$ cat src/rtl/ats_pkg.sv
// ----------------------------------------------------------------------------
// ats_pkg: shared types and constants for the sorted-insert table
// Command codes, per-cell operation codes and the control bundle that is
// broadcast along the cell row.
// ----------------------------------------------------------------------------
`default_nettype none

package ats_pkg;

  localparam int unsigned ATS_CAPACITY = 32;
  localparam int unsigned CMD_W        = 3;
  localparam int unsigned CNT_W        = 6;
  localparam int unsigned VAL_W        = 32;

  typedef enum logic [CMD_W-1:0] {
    CMD_APPEND = 3'd0,
    CMD_INSERT = 3'd1,
    CMD_DELETE = 3'd2,
    CMD_GET    = 3'd3,
    CMD_SET    = 3'd4,
    CMD_SORTED = 3'd5,
    CMD_CHECK  = 3'd6,
    CMD_NONE   = 3'd7
  } cmd_e;

  typedef enum logic [2:0] {
    OP_HOLD,
    OP_INSERT,
    OP_DELETE,
    OP_SET,
    OP_SORTED
  } cell_op_e;

  typedef struct packed {
    cell_op_e                op;
    logic [CNT_W-1:0]        pos;
    logic [CNT_W-1:0]        cnt;
    logic signed [VAL_W-1:0] val;
  } ctl_t;

endpackage

`default_nettype wire

$ cat src/rtl/ats_cell.sv
// ----------------------------------------------------------------------------
// ats_cell: one slot of the element row
// Holds one element, hands it to both neighbours and takes a neighbour's
// element, the new value or its own according to the broadcast operation.
// ----------------------------------------------------------------------------
`default_nettype none

module ats_cell
  import ats_pkg::*;
#(
  parameter int unsigned Idx = 0
) (
  input  wire logic                    clk_i,
  input  wire ctl_t                    ctl_i,
  input  wire logic signed [VAL_W-1:0] low_value_i,
  input  wire logic                    low_move_i,
  input  wire logic signed [VAL_W-1:0] high_value_i,
  input  wire logic                    high_sg_i,
  output logic signed [VAL_W-1:0]      value_o,
  output logic                         sg_o,
  output logic signed [VAL_W-1:0]      rd_o,
  output logic                         viol_o
);

  localparam logic [CNT_W-1:0] MyIdx  = CNT_W'(Idx);
  localparam logic [CNT_W:0]   MyNext = (CNT_W + 1)'(Idx + 1);

  logic signed [VAL_W-1:0] value_q, value_d;
  logic                    in_range;
  logic                    gt;

  assign value_o = value_q;

  always_comb begin
    in_range = MyIdx < ctl_i.cnt;
    gt       = in_range && (value_q > ctl_i.val);
    // sg: this slot is unheld, or it and every held slot above it are greater than the value
    sg_o     = !in_range || (gt && high_sg_i);
    rd_o     = (MyIdx == ctl_i.pos) ? value_q : '0;
    viol_o   = (MyNext < {1'b0, ctl_i.cnt}) && (value_q > high_value_i);
  end

  always_comb begin
    value_d = value_q;
    case (ctl_i.op)
      OP_INSERT: begin
        if (MyIdx == ctl_i.pos) begin
          value_d = ctl_i.val;
        end else if (MyIdx > ctl_i.pos && MyIdx <= ctl_i.cnt) begin
          value_d = low_value_i;
        end
      end
      OP_DELETE: begin
        if (MyIdx >= ctl_i.pos) begin
          value_d = high_value_i;
        end
      end
      OP_SET: begin
        if (MyIdx == ctl_i.pos) begin
          value_d = ctl_i.val;
        end
      end
      OP_SORTED: begin
        if (low_move_i) begin
          value_d = low_value_i;
        end else if (sg_o) begin
          value_d = ctl_i.val;
        end
      end
      default: begin
        value_d = value_q;
      end
    endcase
  end

  always_ff @(posedge clk_i) begin
    value_q <= value_d;
  end

endmodule

`default_nettype wire

$ cat config.mk
export PLATFORM = sky130hd
export DESIGN_NAME = ats_cell
export DESIGN_NICKNAME = d
export VERILOG_FILES = /design/src/rtl/ats_pkg.sv /design/src/rtl/ats_cell.sv
export SDC_FILE = /design/constraint.sdc
export NUM_CORES = 1
export LEC_CHECK = 0
export BUFFER_PORTS_ARGS = -buffer_cell sky130_fd_sc_hd__buf_2
export CAP_MARGIN = 10
export CORE_MARGIN = 2
export CORE_UTILIZATION = 47
export DETAILED_ROUTE_END_ITERATION = 7
export PLACE_DENSITY = 0.86
export SLEW_MARGIN = 20
export SYNTH_ARGS = -nofsm -noshare
export SYNTH_HDL_FRONTEND = slang
export SYNTH_SLANG_ARGS = --single-unit
$ cat constraint.sdc
create_clock -name clk_i -period 5.4 [get_ports clk_i]
set_input_delay 0.81 -clock clk_i [delete_from_list [all_inputs] [get_ports clk_i]]
set_output_delay 0.81 -clock clk_i [all_outputs]
set_load 0.02 [all_outputs]
After elaboration in Yosys (flattened, before gate mapping). Cells that the tools add are included.

Add/subtract/negate cells: 0. $mul: 0. Div/mod/pow operators: 0. $lt $le $gt $ge: 7. Eq/ne operators: 8. Shift-type cells: 0. Mux-type cells: 8. Bitwise logic cells: 0. Reduce and logical (&&, ||, !) cells: 9.

Operator list (count): $mux 32 (7); $pmux 32 s4 (1); $gt 32x32->1 (2); $lt 1x6->1 const A (2); $eq 3x2->1 const B (2); $ge 1x6->1 const A (1); $gt 1x6->1 const A (1); $le 1x6->1 const A (1); $logic_not 6->1 (1); $ne 3x3->1 const B (2); $reduce_and 5->1 (1); $logic_and 1x1->1 (4); $ne 2x2->1 const B (2); $reduce_bool 4->1 (1); $eq 3x1->1 const B (1); $eq 3x3->1 const B (1); $logic_not 1->1 (1); $logic_or 1x1->1 (1).

Flip-flop bits (word level): 32. Bits in latches: 0. RAM bits: 0. Bits in read-only memories: 0. Bits of input ports: 114. Word-level logic and storage cells: 33. Memories kept: 0.

Longest topological paths before layout. Gate-level depths: netlist of the first run.

Depth in word-level cells: 7. Gate-level depth with buffers: 10. Gate-level depth less buffers: 10.

Least setup slack after synthesis of the first run. OpenSTA, ideal clock, no wires.

Kind: input to register. Start point: input ctl_i[25] in the netlist's numbering. End point: register value_q[0], in the netlist value_o[0] (enable). Data arrival time: 3.741 ns. Data required time: 4.975 ns. Setup slack: 1.234 ns. Cell stages on the path: 9. Path buffers: 0. Path through: inv_1 ha_1 a21o_1 a221o_1 a221oi_1 o21ai_0 o22ai_1 nor3b_2 o21ai_1.

Cells in the longest elaborated chain, start to end: 6.

Ends and longest elaborated chain: from (decl) (line ats_cell.sv:14) `input wire ctl_t ctl_i,`; $gt 32x32->1 (line ats_cell.sv:36) `gt = in_range && (value_q > ctl_i.val);`; $logic_and 1x1->1 (line ats_cell.sv:36); $logic_and 1x1->1 (line ats_cell.sv:38) `sg_o = !in_range || (gt && high_sg_i);`; $logic_or 1x1->1 (line ats_cell.sv:38); $ne 3x3->1 (no source line); $reduce_and 5->1 (no source line); to (signal assigned) (line ats_cell.sv:77) `value_q <= value_d;`; to (decl) (line ats_cell.sv:28) `logic signed [VAL_W-1:0] value_q, value_d;`.

Every way passes these cells. A chain may end at the register's enable or synchronous reset.

Worst setup path after layout of the first run.
Start point: input ctl_i[31] in the netlist's numbering. End point: output sg_o.

Cells in the longest elaborated chain, start to end: 4.

Ends and longest elaborated chain: $gt 32x32->1 (line ats_cell.sv:36); $logic_and 1x1->1 (line ats_cell.sv:36); $logic_and 1x1->1 (line ats_cell.sv:38); $logic_or 1x1->1 (line ats_cell.sv:38); to (decl) (line ats_cell.sv:20) `output logic sg_o,`.

Every way passes these cells.

==> metrics.txt, run 1 <==
site row count=31; # H-tree levels=2; FILL cells=675; initial antenna violation count=0; Slowest-stage cell, CP=o41a_1; Final Cycle Share=72.91%; Worst-Margin Slew=1.123 ns; Power Dens Cells=154.0 mW/mm²; Yosys Warn Count=0; CTS Hold Bufs=0; synthesis-to-finish area growth=29.67%; antenna-violating nets left=0; GRT Overall Usage=26.88%; Core Region=0.007292 mm²; TritonCTS Sinks=32; critical path's largest stage delay=0.46 ns; Sw Share=33.13%; FF/Latch Area=960.9 µm²; WP data arrival=3.13 ns; distinct cell type count after synthesis=40; compound-gate portion of the synthesized area=21.58%; Overflow after GRT=0; number of max-cap violations=0; f_max=0.2540 GHz; #FFs+latches synth=32; CP cell instances=buf_2 > inv_1 > ha_1 > and4_1 > nand4_1 > or3_4 > o41a_1 > nand2b_1 > o22ai_1 > nand2b_1 > buf_2; RD Place Congestion=0.9322; Die ar.=0.008314 mm²; number of nets in the layout=782; area occupied by multi-input gates=0.002237 mm²; Post-Synth Adder-Cell Area=22.42%; first-pass GRT wire length=18,090 µm; number of port buffers=179; crit path from=ctl_i[31]; Setup TNS=0 ns; CTS tree=done; top-area cell type share of the netlist area=26.90%; # setup viols final=0; Post-route DRC=0; Critical Path RT=4.59 ns; worst-skew pair later-pin latency=0.29 ns; cells taking the most area after synthesis=edfxtp_1 27%, ha_1 22%, inv_1 9.4%; Crit path max-delay family=simple AND/OR/NAND/NOR gates; Worst Hold Class=input port to flop; hpwl dp=9089 µm; Leak=2.627 nW; Root Buffer=clkbuf_8; postcts setup bufs=0; WS Path Type=input port to primary output; Critical path buffers and inverters=3; clock power share=25.2%; post-synth net total=609; pre-CTS setup slack=1.502 ns; HP Start=ctl_i[18]; Pins Over Slew Limit=0; DR vias/cell=5.639; Die H=91.18 µm; Vias=3,964; combinational share of power=33.3%; die width=91.18 µm; Crit Path Max Fanout=5; status=complete, no violations; ys flop type=edfxtp_1; RR Startpoint=value_o[31]; vias in the first global route=3,965; pin count of the biggest net entering global routing=33; Synth Area per Inst=8.288 µm²; Hold EP=value_o[18]; reg2reg setup slack=1.98 ns; WL/cell=16.47 µm; Max Buffers Root-to-Sink=2; Cells after Synth=431; DR iter-0 viols=362; async set-reset flop share out of synthesis=0%; Initial Util=48.99%; layout cells sized above 1=31.29%; ANT cells=0; clk slew on worst S/H paths=0.07 ns; mux contribution to synthesized area=0%; largest family of logic cells by synthesized area=adder cells; worst r2r dst=value_o[18]; final-report hold violation count=0; number of top-level pins=180; Worst Skew=0.006805 ns; register area share after synthesis=26.90%; total CTS buffers=5; Flop pwr share=41.5%; EDFF count, synth=32; Psw=0.2362 mW; largest area contributor in the synthesized netlist=edfxtp_1; Min Clock Period, post-route=3.937 ns; # resized after CTS=0; Synth Cell Area=0.003572 mm²; Post-Synth Simple-Gate Area=18.25%; Total Routed Length=11,580 µm; total iterations of the first detailed-routing run=8; Max VDD drop=0.07312 mV; xor/xnor share of the synthesized area=0%; hold depth=3; fin worst setup slack=1.463 ns; RSZ-0062 raised after global routing=false; max reg flops=32; relative slew slack=24.88%; crit start category=input port; internal power=0.4769 mW; Worst R2R Path Depth=9; Critical Path End Type=primary output
kinds of logic (layout without fill, tap and decap cells):
family	after synthesis	after routing
and+or+nand+nor	123	123
AOI/OAI and AO/OA	109	109
buffers and inverters	103	276
adders and majority gates	64	64
DFF	32	32
metal layers:
metal / global-route usage (%) / up-vias / wire (µm)
met1: 31.04 / 1814 / 4511
met4: 12.25 / 0 / 344
met3: 4.149 / 29 / 989
li1: - / 1895 / -
met2: 48.58 / 226 / 5730
met5: 0 / - / 0
cell usage after synthesis, types with 3 or more instances:
cell,number
nand4_1,11
nand3_1,8
clkbuf_1,12
nand2_1,20
a21o_1,6
ha_1,64
o21ai_0,15
inv_1,89
a21boi_0,7
nor4_1,3
a222oi_1,25
nor2_1,29
and2_1,33
o21ai_1,3
a21oi_1,32
edfxtp_1,32
nand2b_1,3
nor2b_1,5
cells in the final DEF (no fill, tap or decap), drive strengths merged:
cell and n:
nor4 3, inv 90, nand4 11, nor3 2, clkbuf 5, nor3b 2, a221oi 2, o21bai 2
ha 64, o21ai 18, a31oi 1, a21oi 32, a221o 2, a22o 2, buf 179, clkinv 2
edfxtp 32, o22ai 2, nor2b 5, nand2b 3, and4 2, a21boi 7, nor2 29, o21a 2
or3 2, a211oi 2, nand2 20, and3 2, a222oi 25, a211o 2, a2111oi 2, nand3 8
and2 34, o41a 1, a21o 6, o211ai 1
power groups by stage:
stage	sequential (mW)	combinational, mW	clock (mW)
3_5_place_dp	0.301	0.232	0
3_3_place_gp	0.301	0.223	0
4_1_cts	0.296	0.234	0.181
2_1_floorplan	0.309	0.129	0
6_report	0.296	0.238	0.180
5_1_grt	0.297	0.265	0.190
worst register-to-register path, stage by stage (launching register included):
cell and delay, ns:
edfxtp_1 0.47, ha_1 0.41, and4_1 0.26, nand4_1 0.14
or3_4 0.43, nor2_1 0.11, a21oi_1 0.07, o22ai_1 0.19
nor3b_2 0.09, o21ai_4 0.86
area by class of cell:
class | instances | area share (%)
repair buffers | 179 | 19.34
inverters | 90 | 7.293
well taps | 99 | 2.674
multi-input cells | 296 | 48.30
clock inverters | 2 | 0.1621
flip-flops and latches | 32 | 20.75
clock buffers | 5 | 1.486
worst max-delay path by stage:
stage / end / cells past startpoint
after floorplan: value_o[0] / 9
after global placement: value_o[5] / 11
after detailed placement: sg_o / 11
after CTS: sg_o / 11
after global routing: sg_o / 11
final: sg_o / 11
metrics by stage:
stage	instance area [µm²]	utilization (%)	instances	hold slack (ns)	total power, mW
global route	4632	63.52	703	0.8351	0.7528
CTS	4629	63.49	703	0.8191	0.7114
finish	4632	63.52	703	0.8261	0.7131
floorplan	3572	-	431	1.004	0.4378
detailed placement	4553	62.44	696	1.115	0.5338
global placement	4553	62.44	696	1.111	0.5239
No activity file was read; power rests on OpenSTA's default activity.
==> run 2, diff against run 1 <==
==> constraint.sdc (replaced) <==
create_clock -name clk_i -period 4 [get_ports clk_i]
set_input_delay 0.6 -clock clk_i [delete_from_list [all_inputs] [get_ports clk_i]]
set_output_delay 0.6 -clock clk_i [all_outputs]
set_load 0.02 [all_outputs]
==> run 2 against run 1 <==
- clock skew shrank 0.0016 ns
- via count shrank 0.33%
- global-route usage grew 0.45 points
- critical endpoint unchanged
- hold slack lost 0.21 ns
- die area is the same
- power grew 35%
- cell count grew 0.71%
- critical path depth shrank 2
- core utilization grew 0.48 points
- critical path type is now flop to primary output
==> metrics.txt, run 2 (synthesis gave the netlist of run 1 again) <==
total CTS buffers=5; most common cell after layout, fill and taps aside=buf_2; Die ar.=0.008314 mm²; Overflow after GRT=0; Core Region=0.007292 mm²; met1 WL=4587 µm; Min Clock Period, post-route=3.547 ns; Worst-Margin Slew=1.070 ns; TritonCTS Sinks=32; Final Cycle Share=88.66%; highest routed layer=met4; Total Routed Length=11,520 µm; Post-route DRC=0; pin count of the biggest net entering global routing=32; vias in the first global route=3,971; Leak=2.654 nW; # resized after CTS=0; number of top-level pins=180; reg2reg setup slack=0.80 ns; Max VDD drop=0.09731 mV; number of port buffers=179; CTS Hold Bufs=0; CTS tree=done; crit start category=flop; postcts setup bufs=0; total iterations of the first detailed-routing run=6; met2 routed WL=5776 µm; Initial Util=48.99%; initial antenna violation count=0; number of nets in the layout=787; Vias=3,951; f_max=0.2820 GHz; GRT Overall Usage=27.33%; relative slew slack=28.68%; max reg flops=32; final-report hold violation count=0; # setup viols final=0; Root Buffer=clkbuf_8; Critical Path RT=3.40 ns; first-pass GRT wire length=18,470 µm; WP data arrival=2.95 ns; fin area=0.004667 mm²; Max Buffers Root-to-Sink=2; Setup TNS=0 ns; ANT cells=0; hpwl dp=9254 µm; Worst Skew=0.005225 ns; WS Path Type=flop to primary output; Worst Hold Class=input port to flop; WL/cell=16.27 µm; worst-skew pair later-pin latency=0.29 ns; RD Place Congestion=0.9426; clk slew on worst S/H paths=0.07 ns; synthesis-to-finish area growth=30.65%; status=complete, no violations; DR vias/cell=5.581; Power Dens Cells=206.9 mW/mm²; Crit Path Max Fanout=5; met3 wire len=886 µm; number of max-cap violations=0; RSZ-0062 raised after global routing=false; Pins Over Slew Limit=0; layout cells sized above 1=31.69%; antenna-violating nets left=0; site row count=31; # H-tree levels=2; Die H=91.18 µm; placed instance area=0.004591 mm²; DR iter-0 viols=358; Critical Path End Type=primary output; most frequent cells in the layout=179 x buf_2, 89 x inv_1, 64 x ha_1; die width=91.18 µm
run 2: cell count changes in the layout (fill, tap and decap cells not counted), sizes merged:
cell | previous run | this run
buf | 179 | 184
run 2: layer usage:
layer	vias to the layer above	track usage, %
li1	1904	-
met1	1830	32.43
met2	197	50.12
met3	20	3.900
met4	0	9.343
met5	-	0
run 2: final timing paths:
kind / endpoint / from / cells after the start
worst max-delay path: sg_o / value_o[31] / 9
worst min-delay path: value_o[7] / ctl_i[7] / 3
worst max register to register: value_o[2] / value_o[31] / 9
worst min register to register: value_o[25] / value_o[31] / 5
run 2: cell type report:
type / instances / area (µm²)
Clock inverter: 2 / 7.507
Timing Repair Buffer: 184 / 933.4
Fill cell: 665 / 2625
Sequential cell: 32 / 960.9
Multi-Input combinational cell: 296 / 2235
Clock buffer: 5 / 68.82
Inverter: 90 / 337.8
Tap cell: 99 / 123.9
run 2: per-stage QoR:
step	utilization, %	hold slack (ns)	power, mW	setup WS [ns]	cells
2_1_floorplan	-	0.7943	0.5911	0.04377	431
3_3_place_gp	62.95	0.8983	0.7102	0.6193	701
3_5_place_dp	62.95	0.9034	0.7230	0.5347	701
4_1_cts	64.00	0.6082	0.9654	0.4680	708
5_1_grt	64.00	0.6121	1.020	0.2732	708
6_report	64.00	0.6129	0.9654	0.4535	708
run 2: worst max-delay path: stages (launching register included):
cell and delay [ns]:
edfxtp_1 0.46, ha_1 0.38, and4_1 0.25, nand4_1 0.13, or3_4 0.42, o41a_1 0.47
nand2b_1 0.09, o22ai_1 0.10, nand2b_1 0.19, buf_2 0.17
run 2: power by group:
part           internal [mW]  switching (mW)  leakage (nW)
combinational          0.143           0.180          2.32
clock                  0.115           0.129        0.0391
sequential             0.388          0.0111         0.293
total                  0.646           0.319          2.65
